### src/rtl/vref_pkg.sv
// Package for the vector refraction pipeline: fixed-point widths, constants
// and the payload structs passed between pipeline sections.
// No dependencies.
`default_nettype none

package vref_pkg;

	// Fixed-point format of all inputs and results
	localparam int FRAC_BITS = 16;
	localparam int IN_W      = 18;
	localparam int ETA_W     = 18;
	localparam int OUT_W     = 21;

	// Intermediate widths, sized to the value ranges of the datapath
	localparam int PROD_W = 2 * IN_W;                 // d_i * n_i
	localparam int DOT_W  = PROD_W + 2;               // sum of three products
	localparam int COS_W  = 21;                       // rounded cosine
	localparam int CN_W   = COS_W + IN_W;             // cos * n_i, plus d_i aligned
	localparam int T_W    = 22;                       // rounded d + cos * n
	localparam int EP_W   = ETA_W + 1 + T_W;          // eta * t
	localparam int PERP_W = 24;                       // perpendicular part
	localparam int MAG_W  = PERP_W - 1;               // |perp_i|
	localparam int SQ_W   = 2 * MAG_W;                // perp_i squared
	localparam int LSQ_W  = 48;                       // |perp|^2 and its distance to 1.0
	localparam int ROOT_W = LSQ_W / 2;                // integer square root
	localparam int REM_W  = ROOT_W + 2;               // square root remainder
	localparam int PN_W   = ROOT_W + 1 + IN_W;        // root * n_i
	localparam int PAR_W  = PN_W - FRAC_BITS;         // rounded parallel part
	localparam int SUM_W  = PAR_W + 1;                // perp + par before clamp

	// Square root digit recurrence: two radicand bits per step
	localparam int SQRT_STEPS  = 4;
	localparam int SQRT_STAGES = ROOT_W / SQRT_STEPS;

	// 1.0 with doubled fraction bits, and the rounding half
	localparam longint ONE_WIDE = longint'(1) << (2 * FRAC_BITS);
	localparam longint HALF_LSB = longint'(1) << (FRAC_BITS - 1);
	localparam longint OUT_HI   = (longint'(1) << (OUT_W - 1)) - 1;
	localparam longint OUT_LO   = -(longint'(1) << (OUT_W - 1));

	typedef logic signed [IN_W-1:0] coord_t;

	// One accepted input item
	typedef struct packed {
		logic [2:0][IN_W-1:0] dir;
		logic [2:0][IN_W-1:0] norm;
		logic [ETA_W-1:0]     eta;
	} hit_t;

	// Front section result: perpendicular part and root argument
	typedef struct packed {
		logic [2:0][PERP_W-1:0] perp;
		logic [2:0][IN_W-1:0]   norm;
		logic [LSQ_W-1:0]       diff;
	} front_t;

	// One square root stage: radicand bits left, remainder, partial root
	typedef struct packed {
		logic [2:0][PERP_W-1:0] perp;
		logic [2:0][IN_W-1:0]   norm;
		logic [LSQ_W-1:0]       rad;
		logic [REM_W-1:0]       rem;
		logic [ROOT_W-1:0]      root;
	} sqrt_st_t;

	// Square root section result
	typedef struct packed {
		logic [2:0][PERP_W-1:0] perp;
		logic [2:0][IN_W-1:0]   norm;
		logic [ROOT_W-1:0]      root;
	} root_t;

	// One result item
	typedef struct packed {
		logic [2:0][OUT_W-1:0] vec;
	} ray_t;

endpackage

`default_nettype wire

### src/rtl/vref_sqrt.sv
// Integer square root section: digit recurrence, SQRT_STEPS result bits per
// stage over SQRT_STAGES stages. Depends on vref_pkg.
`default_nettype none

module vref_sqrt (
	input  logic             clk,
	input  logic             arst_n,
	input  logic             in_valid,
	output logic             in_ready,
	input  vref_pkg::front_t in_data,
	output logic             out_valid,
	input  logic             out_ready,
	output vref_pkg::root_t  out_data
);
	import vref_pkg::*;

	localparam int NST = SQRT_STAGES;

	logic [NST-1:0] vld_q;
	logic [NST-1:0] adv;
	sqrt_st_t       pipe_s [NST];
	sqrt_st_t       nxt    [NST];
	sqrt_st_t       init;

	// A stage advances when it is empty or the next one advances
	always_comb begin
		adv[NST-1] = ~vld_q[NST-1] | out_ready;
		for (int k = NST - 2; k >= 0; k--) begin
			adv[k] = ~vld_q[k] | adv[k+1];
		end
	end

	assign in_ready  = adv[0];
	assign out_valid = vld_q[NST-1];

	always_ff @(posedge clk or negedge arst_n) begin
		if (!arst_n) begin
			vld_q <= '0;
		end else begin
			if (adv[0]) begin
				vld_q[0] <= in_valid;
			end
			for (int k = 1; k < NST; k++) begin
				if (adv[k]) begin
					vld_q[k] <= vld_q[k-1];
				end
			end
		end
	end

	// Start with the full radicand, empty remainder and root
	always_comb begin
		init.perp = in_data.perp;
		init.norm = in_data.norm;
		init.rad  = in_data.diff;
		init.rem  = '0;
		init.root = '0;
	end

	for (genvar g = 0; g < NST; g++) begin : g_stage
		sqrt_st_t src;

		if (g == 0) begin : g_first
			assign src = init;
		end else begin : g_next
			assign src = pipe_s[g-1];
		end

		// Restoring steps: bring down two bits, try subtracting 4*root+1
		always_comb begin : step_c
			logic [REM_W+1:0] acc;
			logic [REM_W+1:0] trial;
			nxt[g] = src;
			for (int k = 0; k < SQRT_STEPS; k++) begin
				acc   = {nxt[g].rem, nxt[g].rad[LSQ_W-1 -: 2]};
				trial = (REM_W + 2)'({nxt[g].root, 2'b01});
				if (acc >= trial) begin
					nxt[g].rem  = REM_W'(acc - trial);
					nxt[g].root = {nxt[g].root[ROOT_W-2:0], 1'b1};
				end else begin
					nxt[g].rem  = acc[REM_W-1:0];
					nxt[g].root = {nxt[g].root[ROOT_W-2:0], 1'b0};
				end
				nxt[g].rad = {nxt[g].rad[LSQ_W-3:0], 2'b00};
			end
		end

		always_ff @(posedge clk) begin
			if (adv[g]) begin
				pipe_s[g] <= nxt[g];
			end
		end
	end

	assign out_data.perp = pipe_s[NST-1].perp;
	assign out_data.norm = pipe_s[NST-1].norm;
	assign out_data.root = pipe_s[NST-1].root;

endmodule

`default_nettype wire

### config.mk
export PLATFORM = sky130hd
export DESIGN_NAME = vref_sqrt
export DESIGN_NICKNAME = d
export VERILOG_FILES = /design/src/rtl/vref_pkg.sv /design/src/rtl/vref_sqrt.sv
export SDC_FILE = /design/constraint.sdc
export NUM_CORES = 2
export LEC_CHECK = 0
export CAP_MARGIN = 25
export CORE_UTILIZATION = 45
export DETAILED_ROUTE_END_ITERATION = 8
export DONT_BUFFER_PORTS = 1
export GPL_TIMING_DRIVEN = 0
export SYNTH_ARGS = -nofsm -noshare
export SYNTH_HDL_FRONTEND = slang
export SYNTH_SLANG_ARGS = --single-unit
### constraint.sdc
create_clock -name clk -period 32.1 [get_ports clk]
set_input_delay 6.42 -clock clk [delete_from_list [all_inputs] [get_ports clk]]
set_output_delay 6.42 -clock clk [all_outputs]
set_load 0.05 [all_outputs]
==> results.ini <==
[outcome]
status = complete, no violations

[clock_network]
cts.root.buffer_cell = sky130_fd_sc_hd__clkbuf_16
ctsHtreeMaxLevel = 3
ctsHoldBuffers = 0
postCtsSetupBuffers = 0
cts.path.max_buffers = 3
cts_tree = built
cts_resized = 0
clk_latency_ns = 0.73
clock_pin_slew_on_the_worst_setup_and_hold_paths_ns = 0.06
numCtsBuffers = 110
cts_sink_cnt = 1096

[synth]
synthesis.yosys.warnings = 0
share_of_synthesized_flip_flops_with_an_asynchronous_set_or_reset_pct = 0.547
post_synth_instance_area_um2 = 58800
synth.largest_area_cell = sky130_fd_sc_hd__edfxtp_1
synth.yosys.seq_area_share_pct = 55.9
synth_enable_flop_cells = 1090
syn-mean-instance-area_um2 = 11.7
synth.most_common_cell = sky130_fd_sc_hd__edfxtp_1
synth-seq-cells = 1096
library_cells_used_by_synthesis = 118
dominantRegCellSynth = sky130_fd_sc_hd__edfxtp_1
synth_top_area_share_pct = 55.7
syn-instance-count = 5043
synthTopCellsByCount = 1090 x sky130_fd_sc_hd__edfxtp_1, 395 x sky130_fd_sc_hd__nor2_1, 393 x sky130_fd_sc_hd__a21oi_1
yosys-top-cells-area = sky130_fd_sc_hd__edfxtp_1 56%, sky130_fd_sc_hd__ha_1 6.9%, sky130_fd_sc_hd__xnor2_1 3.8%

[timing]
timing_hold_violations_final = 0
clock_skew_after_layout_ns = 0.0458
setup_total_negative_slack_ns = 0
period_needed_ns = 16.35
finalSetupViolations = 0
final_max_slew_viol_count = 0
max_slew.worst_pin.slew_ns = 1.12
maximum_achievable_frequency_mhz = 61.2
setup_repair_after_global_routing_missed_its_margin = false
max_slew_margin_pct = 25.0
layout_worst_path_cycle_share_pct = 50.9

[routing]
drtPass1Iterations = 8
wl_met1_mm = 70.6
routed_wire_length_on_met2_mm = 74.2
detail_route.vias_per_cell = 5.74
top_layer_used_by_detailed_routing = met5
routed-wl-met3_mm = 8.77
drtIter0Drc = 3189
wl_mm = 157
detail_route.drc_violations = 0
route.detailed.wl_per_inst_um = 22.3
postRouteAntennaNets = 0
routed-via-count = 40276

[worst_setup_path]
delay_contributed_by_the_slowest_stage_of_the_critical_path_ns = 0.77
timing.critical_path.to_type = output port
crit_top_cell = sky130_fd_sc_hd__buf_16
worst_r2r_setup_slack_ns = 16.63
cell_breakdown_of_the_critical_path = nor2b_1 -> nand3_4 -> nor2_1 -> nand3_4 -> buf_16 -> buf_16 -> buf_16
timing.critical_path.from_type = primary input
worst-path-max-fanout = 57
slowest_stage = sky130_fd_sc_hd__nor2_1
cp_data_arrival_time_ns = 9.93
cp.required_ns = 25.68
critPathKind = in -> out

[finish]
ff_latch_area_um2 = 32900
layout.core_utilization_pct = 50.4
flow.area_growth_from_synthesis_pct = 10.9
finish.instance_area_um2 = 65200
drive_gt1_share_pct = 7.21
multi_input_comb_area_um2 = 24600
fillers = 11501
design.final.nets = 5678

[power]
internal_power_uw = 3560
power.share.switching_pct = 38.3
leakage_uw = 0.0253
comb_power_share_pct = 38.9
netSwitchingPower_uw = 2210
seqPwrFrac_pct = 38.6
share_clk_of_total_power_pct = 22.5
ir_worst_vdd_uv = 55.5
power-per-cell-area_nw_per_um2 = 88.6
finalPower_uw = 5780

[global_route]
residual_overflow_from_global_routing = 0
grt_start_max_net_pins = 82
via_count_of_the_first_global_routing_pass = 38084
grt_pass1_wl_mm = 234
grt_antenna_before_repair = 17
global_route.usage.total_pct = 23.3

[die]
starting_density_of_the_core_pct = 45.4
pin_count = 330
die_h_um = 363
total_die_area_um2 = 132000
rows = 132
die_w_um = 363
core_area_um2 = 129000

[hold_path]
min_path_type = reg -> reg

[placed_design]
port-buffer-count = 0
dpl_cell_area_um2 = 61500
detailed_place_hpwl_mm = 121
routabilityCongestion = 0.912

[run]
cap_viol_max_count = 0

-- per-layer routing --
metal | global-route usage [%] | vias to the layer above
li1 | - | 19468
met1 | 32.3 | 19471
met2 | 38.7 | 1124
met3 | 3.45 | 205
met4 | 5.11 | 8
met5 | 0 | -
-- state kept, by name, summed over array words and instances, names as in the netlist --
signal / count
vld_q: 6
pipe_s: 1090
-- layout by cell type, fill, tap and decap left out, drive strengths merged, types with 58 or more instances in the layout --
cell and instances:
o21ai 241, nand2 381, nand4 70, xnor2 257, a21o 148, nand3 137, a21oi 395, nor2 398
edfxtp 1090, clkbuf 220, nor3 104, xor2 136, inv 216, buf 63, nand2b 58, ha 324
-- cell families (layout without fill, tap and decap cells) --
kind of cell	Yosys count	count (layout)	synth area share [%]
muxes	56	56	1.04
xor gates and xnor gates	393	393	5.89
buffers and inverters	338	563	2.27
DFF	1096	1096	55.9
and+or+nand+nor	1562	1562	13.6
AOI/OAI and AO/OA	1273	1273	14.4
adders and majority gates	324	324	6.90
other	1	10	0.00638
-- critical path, delay by kind of cell --
kind,cells,cell delay [ns]
buffers and inverters,3,0.86
AND/OR/NAND/NOR,4,2.50
-- cell type report --
class / count / area share, %
Tap cell: 1742 / 3.34
Clock buffer: 135 / 4.44
Inverter: 208 / 1.22
Clock inverter: 71 / 1.24
Buffer: 130 / 0.848
Antenna cell: 7 / 0.0269
Multi-Input combinational cell: 3611 / 37.8
Timing Repair Buffer: 19 / 0.698
Sequential cell: 1096 / 50.4
-- stage by stage --
stage	hold WS [ns]	worst slack (ns)	instances
after floorplan	0.400	8.54	5045
after global placement	0.400	1.01	6787
after detailed placement	0.405	15.71	6804
after CTS	0.403	15.66	7010
after global routing	0.411	15.48	7013
final	0.402	15.75	7019
-- final timing paths --
| path | start | endpoint | cells after the start |
|---|---|---|---|
| max | out_ready | in_ready | 7 |
| min | pipe_s[2][192] | pipe_s[3][192] | 0 |
| max reg2reg | pipe_s[3][15] | pipe_s[4][32] | 55 |
| min reg2reg | pipe_s[2][192] | pipe_s[3][192] | 0 |
| max in group asynchronous | arst_n | vld_q[4] | 0 |
| min in group asynchronous | arst_n | vld_q[5] | 0 |
-- power groups by stage --
stage	clock network (uW)	logic (uW)	registers [uW]
6_report	1300	2250	2230
5_1_grt	1380	2490	2250
4_1_cts	1340	2220	2230
3_5_place_dp	0	2210	2260
3_3_place_gp	0	2180	2310
2_1_floorplan	0	1690	2200
Power figures use the tool's default switching activity.
