--- src/rtl/vref_pkg.sv ---
// Package for the vector refraction pipeline: fixed-point widths, constants
// and the payload structs passed between pipeline sections.
// No dependencies.
`default_nettype none

package vref_pkg;

	// Fixed-point format of all inputs and results
	localparam int FRAC_BITS = 16;
	localparam int IN_W      = 18;
	localparam int ETA_W     = 18;
	localparam int OUT_W     = 21;

	// Intermediate widths, sized to the value ranges of the datapath
	localparam int PROD_W = 2 * IN_W;                 // d_i * n_i
	localparam int DOT_W  = PROD_W + 2;               // sum of three products
	localparam int COS_W  = 21;                       // rounded cosine
	localparam int CN_W   = COS_W + IN_W;             // cos * n_i, plus d_i aligned
	localparam int T_W    = 22;                       // rounded d + cos * n
	localparam int EP_W   = ETA_W + 1 + T_W;          // eta * t
	localparam int PERP_W = 24;                       // perpendicular part
	localparam int MAG_W  = PERP_W - 1;               // |perp_i|
	localparam int SQ_W   = 2 * MAG_W;                // perp_i squared
	localparam int LSQ_W  = 48;                       // |perp|^2 and its distance to 1.0
	localparam int ROOT_W = LSQ_W / 2;                // integer square root
	localparam int REM_W  = ROOT_W + 2;               // square root remainder
	localparam int PN_W   = ROOT_W + 1 + IN_W;        // root * n_i
	localparam int PAR_W  = PN_W - FRAC_BITS;         // rounded parallel part
	localparam int SUM_W  = PAR_W + 1;                // perp + par before clamp

	// Square root digit recurrence: two radicand bits per step
	localparam int SQRT_STEPS  = 4;
	localparam int SQRT_STAGES = ROOT_W / SQRT_STEPS;

	// 1.0 with doubled fraction bits, and the rounding half
	localparam longint ONE_WIDE = longint'(1) << (2 * FRAC_BITS);
	localparam longint HALF_LSB = longint'(1) << (FRAC_BITS - 1);
	localparam longint OUT_HI   = (longint'(1) << (OUT_W - 1)) - 1;
	localparam longint OUT_LO   = -(longint'(1) << (OUT_W - 1));

	typedef logic signed [IN_W-1:0] coord_t;

	// One accepted input item
	typedef struct packed {
		logic [2:0][IN_W-1:0] dir;
		logic [2:0][IN_W-1:0] norm;
		logic [ETA_W-1:0]     eta;
	} hit_t;

	// Front section result: perpendicular part and root argument
	typedef struct packed {
		logic [2:0][PERP_W-1:0] perp;
		logic [2:0][IN_W-1:0]   norm;
		logic [LSQ_W-1:0]       diff;
	} front_t;

	// One square root stage: radicand bits left, remainder, partial root
	typedef struct packed {
		logic [2:0][PERP_W-1:0] perp;
		logic [2:0][IN_W-1:0]   norm;
		logic [LSQ_W-1:0]       rad;
		logic [REM_W-1:0]       rem;
		logic [ROOT_W-1:0]      root;
	} sqrt_st_t;

	// Square root section result
	typedef struct packed {
		logic [2:0][PERP_W-1:0] perp;
		logic [2:0][IN_W-1:0]   norm;
		logic [ROOT_W-1:0]      root;
	} root_t;

	// One result item
	typedef struct packed {
		logic [2:0][OUT_W-1:0] vec;
	} ray_t;

endpackage

`default_nettype wire

--- src/rtl/vref_back.sv ---
// Back section, two stages: parallel part -root*n, sum with the
// perpendicular part and saturation to the output width. Depends on vref_pkg.
`default_nettype none

module vref_back (
	input  logic            clk,
	input  logic            arst_n,
	input  logic            in_valid,
	output logic            in_ready,
	input  vref_pkg::root_t in_data,
	output logic            out_valid,
	input  logic            out_ready,
	output vref_pkg::ray_t  out_data
);
	import vref_pkg::*;

	localparam int NST = 2;

	localparam logic signed [PN_W-1:0]  HALF_PN = PN_W'(HALF_LSB);
	localparam logic signed [SUM_W-1:0] SAT_HI  = SUM_W'(OUT_HI);
	localparam logic signed [SUM_W-1:0] SAT_LO  = SUM_W'(OUT_LO);

	logic [NST-1:0] vld_q;
	logic [NST-1:0] adv;

	logic signed [PN_W-1:0]   pn_s1 [3];
	logic signed [PERP_W-1:0] perp_s1 [3];
	logic [OUT_W-1:0]         res_s2 [3];

	logic signed [PN_W-1:0]   pn_rnd [3];
	logic signed [PAR_W-1:0]  par [3];
	logic signed [SUM_W-1:0]  sum [3];
	logic [OUT_W-1:0]         sat [3];

	// A stage advances when it is empty or the next one advances
	always_comb begin
		adv[NST-1] = ~vld_q[NST-1] | out_ready;
		for (int k = NST - 2; k >= 0; k--) begin
			adv[k] = ~vld_q[k] | adv[k+1];
		end
	end

	assign in_ready  = adv[0];
	assign out_valid = vld_q[NST-1];

	always_ff @(posedge clk or negedge arst_n) begin
		if (!arst_n) begin
			vld_q <= '0;
		end else begin
			if (adv[0]) begin
				vld_q[0] <= in_valid;
			end
			for (int k = 1; k < NST; k++) begin
				if (adv[k]) begin
					vld_q[k] <= vld_q[k-1];
				end
			end
		end
	end

	// Round the negated product, add, saturate
	always_comb begin
		for (int i = 0; i < 3; i++) begin
			pn_rnd[i] = -pn_s1[i] + HALF_PN;
			par[i]    = $signed(pn_rnd[i][FRAC_BITS +: PAR_W]);
			sum[i]    = SUM_W'(perp_s1[i]) + SUM_W'(par[i]);
			if (sum[i] > SAT_HI) begin
				sat[i] = SAT_HI[OUT_W-1:0];
			end else if (sum[i] < SAT_LO) begin
				sat[i] = SAT_LO[OUT_W-1:0];
			end else begin
				sat[i] = sum[i][OUT_W-1:0];
			end
		end
	end

	always_ff @(posedge clk) begin
		if (adv[0]) begin
			for (int i = 0; i < 3; i++) begin
				pn_s1[i]   <= $signed({1'b0, in_data.root}) * $signed(in_data.norm[i]);
				perp_s1[i] <= $signed(in_data.perp[i]);
			end
		end
		if (adv[1]) begin
			res_s2 <= sat;
		end
	end

	always_comb begin
		for (int i = 0; i < 3; i++) begin
			out_data.vec[i] = res_s2[i];
		end
	end

endmodule

`default_nettype wire

--- config.mk ---
export PLATFORM = sky130hd
export DESIGN_NAME = vref_back
export DESIGN_NICKNAME = d
export VERILOG_FILES = /design/src/rtl/vref_pkg.sv /design/src/rtl/vref_back.sv
export SDC_FILE = /design/constraint.sdc
export NUM_CORES = 2
export LEC_CHECK = 0
export ABC_AREA = 1
export BUFFER_PORTS_ARGS = -buffer_cell sky130_fd_sc_hd__buf_2
export CAP_MARGIN = 0
export CORE_MARGIN = 5
export CORE_UTILIZATION = 57
export DETAILED_ROUTE_END_ITERATION = 12
export PLACE_DENSITY_LB_ADDON = 0.25
export SETUP_SLACK_MARGIN = 0.15
export SYNTH_ARGS = -nofsm -noshare
export SYNTH_HDL_FRONTEND = slang
export SYNTH_SLANG_ARGS = --single-unit
export TNS_END_PERCENT = 5
--- constraint.sdc ---
create_clock -name clk -period 9.5 [get_ports clk]
set_clock_uncertainty 0.05 [all_clocks]
set_input_delay 0.475 -clock clk [delete_from_list [all_inputs] [get_ports clk]]
set_output_delay 0.475 -clock clk [all_outputs]
set_load 0.005 [all_outputs]
==> impl_metrics.csv <==
group,metric,value,unit
clock_tree,clk_path_buf_depth,3,
setup_path,worstSetupStartpoint,"in_data[22]",
yosys,netlist_instances,7902,
clock_tree,cts_made_buffers,34,
setup_path,path_depth,24,
setup_path,slowest_stage,"buf_2",
grt,grt_pass1_vias,52340,
timing,slew_headroom,0.3013,
setup_path,cp-start-kind,"input port",
die,die_y,336.6,um
die,start_util,0.5758,
setup_path,worstPathMaxFanout,33,
timing,worstMarginPinSlew,1.048,ns
die,rows,119,
yosys,synth_edf_count,264,
route,ant_nets,0,
yosys,synth_area_per_cell,7.693,um^2
grt,overflow,0,
grt,grt_max_degree,85,
final_layout,syn2layout_area_growth,5.261,%
setup_path,worstPathArrival,6.86,ns
die,ios,219,
setup_path,cp_num_buf_inv,9,
placement,gp_congestion,0.9660,
clock_tree,path_clk_slew,0.06,ns
route,wl_per_cell,17.94,um
yosys,synthMuxAreaShare,0,
setup_path,reg2reg_to,"out_data[32]$_SDFFCE_PN1P_",
grt,grt_first_pass_wirelength,271800,um
clock_tree,post_cts_buffers,0,
job,drv_cap,0,
setup_path,crit_family,"adder cells",
die,die-width,336.6,um
yosys,synth_xor_area_frac,0.02810,
yosys,synth_top_family_by_area,"adder cells",
final_layout,drive_gt1_frac,0.04578,
timing,layout_setup_ws,2.905,ns
clock_tree,cts_tree,"done",
route,num_vias,49600,
yosys,ys.flop_type,"edfxtp_1",
placement,post-dp-hpwl,133800,um
route,routed_via_density,5.306,
yosys,synth_compound_area_frac,0.03929,
setup_path,reg2reg_depth,27,
timing,setup_tns,0,ns
yosys,synthAdderAreaFrac,0.4550,
yosys,netlist_area,0.06079,mm^2
setup_path,end_kind,"flip-flop",
setup_path,worstSetupEndpoint,"pn_s1[0][117]$_DFFE_PP_",
placement,dp_cells,9277,
setup_path,crit_path_max_incr_delay,0.74,ns
route,finalWirelength,167700,um
timing,setup_violations,0,
timing,max_freq,151.6,MHz
timing,rsz0062_at_grt,"false",
timing,hold_violations,0,
clock_tree,htree_num_levels,2,
clock_tree,clock_latency,0.57,ns
setup_path,cp_data_required_time,9.76,ns
final_layout,final_cell_mix,"2292 x inv_1, 2212 x nand2_1, 1059 x fa_1",
setup_path,crit_chain,"buf_2, buf_4, nand2_1, fa_1, fa_1, inv_1, ha_1, inv_1, fa_1, inv_1, fa_1, inv_1, fa_1, inv_1, ha_1, nand2_1, nor2_1, inv_1, nor2_1, inv_1, nor4_1, a21oi_1, o21ai_0, xor2_1",
final_layout,fin_nets,9654,
final_layout,fin_cells,9348,
yosys,ys_types,52,
grt,antenna_found_initial,3,
die,coreArea,0.1056,mm^2
die,dieArea,0.1133,mm^2
yosys,synthSimpleGateAreaFrac,0.1875,
setup_path,crit_type,"in -> reg",
setup_path,rrSetupSlack,4.77,ns
yosys,ys_seq_area_frac,0.1312,
route,drc_errors,0,
yosys,async_flop_share,0.007519,
route,drt_iter0_markers,3895,
grt,grt_util_all_layers,0.3019,
placement,io_buffers,218,
yosys,synth_seq_cells,266,
clock_tree,cts.sinks,266,
clock_tree,clock_tree.root_cell,"clkbuf_16",
route,dr.pass1.iters,8,
yosys,synth_warnings,0,
clock_tree,hold_buffers,3,
yosys,syn_nets,9631,
setup_path,critPathMostFrequentCell,"inv_1",
timing,holdWs,0.03088,ns
outcome,status,"finished clean",
timing,finalCriticalPeriod,6.595,ns
setup_path,reg2reg_from,"pn_s1[0][44]$_DFFE_PP_",
hold_path,hp-class,"in -> reg",
timing,fin_crit_sh,0.6942,
placement,post-place-ws,2.449,ns
timing,drv_slew,0,
final_layout,mostFrequentLayoutCell,"inv_1",
clock_tree,ctsResizeCount,0,
==> area by class of cell <==
| type | instances | area [um^2] |
|---|---|---|
| multi-input combinational | 5076 | 43170 |
| fill | 9616 | 41580 |
| timing repair buffer | 251 | 1359 |
| tap | 1391 | 1740 |
| clock inverter | 26 | 227.7 |
| inverter | 2296 | 8618 |
| clock buffer | 36 | 879.6 |
| antenna | 6 | 15.01 |
| sequential | 266 | 7978 |
==> metrics by stage <==
| step | area [um^2] | utilization |
|---|---|---|
| floorplan | 60790 | - |
| global placement | 62830 | 0.5952 |
| detailed placement | 62830 | 0.5952 |
| CTS | 63970 | 0.6060 |
| global route | 63970 | 0.6060 |
| finish | 63990 | 0.6061 |
==> how the worst min path moves through the flow <==
stage                       from                  endpoint  slack, ns  cells past startpoint
global placement          arst_n      vld_q[0]$_DFFE_PN0P_       0.21                      1
detailed placement        arst_n      vld_q[0]$_DFFE_PN0P_       0.21                      1
global route        in_data[121]  perp_s1[0][43]$_DFFE_PP_       0.02                      1
finish              in_data[145]  perp_s1[0][67]$_DFFE_PP_       0.03                      1
CTS                 in_data[104]  perp_s1[0][26]$_DFFE_PP_     0.0006                      1
floorplan                 arst_n      vld_q[0]$_DFFE_PN0P_       0.13                      0
==> worst register-to-register path, stage by stage, from the launching register on <==
cell and delay [ns]:
edfxtp_1 0.36, nor3_1 0.25, nor2b_1 0.25, nand2_1 0.08, nand2_1 0.14, nand2_2 0.11
nor2_4 0.15, inv_2 0.05, nor2_1 0.13, inv_1 0.09, nor2_1 0.13, nor2_1 0.05
nor2_1 0.24, ha_1 0.36, nand2_1 0.19, inv_1 0.06, nand2_1 0.06, nand2_1 0.10
inv_1 0.08, nand3_1 0.22, nand2_1 0.16, nand3_1 0.08, nand2_1 0.06, nand2_1 0.08
nor2_1 0.10, nand4_1 0.12, nand2_1 0.54, nand2_1 0.17
==> metal layers <==
metal  wire [um]  global-route usage  up-vias
li1            -                   -    22870
met1       67400              0.3970    24230
met2       79870              0.5114     2083
met3       13330             0.04472      423
met4        7103              0.1132        0
met5           0                   0        -
==> cell usage after synthesis (27+ instances only) <==
master	number	area share
a21oi_1	190	0.016
a31oi_1	29	0.0030
clkbuf_1	251	0.015
edfxtp_1	264	0.13
fa_1	1059	0.35
ha_1	516	0.11
inv_1	2292	0.14
nand2_1	2213	0.14
nand3_1	115	0.0095
nand4_1	41	0.0042
nor2_1	388	0.024
nor3_1	37	0.0030
o21ai_0	110	0.0091
o21bai_1	27	0.0033
xnor2_1	70	0.010
xor2_1	125	0.018
==> registers in the layout, indices dropped and copies added (netlist names) <==
name / count
vld_q: 2
out_data: 63
pn_s1: 129
perp_s1: 72
==> cell families (layout without fill, tap and decap cells) <==
logic type | after synthesis | in the layout
AOI/OAI and AO/OA | 423 | 423
xor gates and xnor gates | 195 | 195
adders and majority gates | 1575 | 1575
buffers and inverters | 2560 | 2609
DFF | 266 | 266
other | 0 | 6
and+or+nand+nor | 2883 | 2883
Power is not shown: default switching activity piles up to over one toggle a cycle in this logic, so the estimate is an artifact.
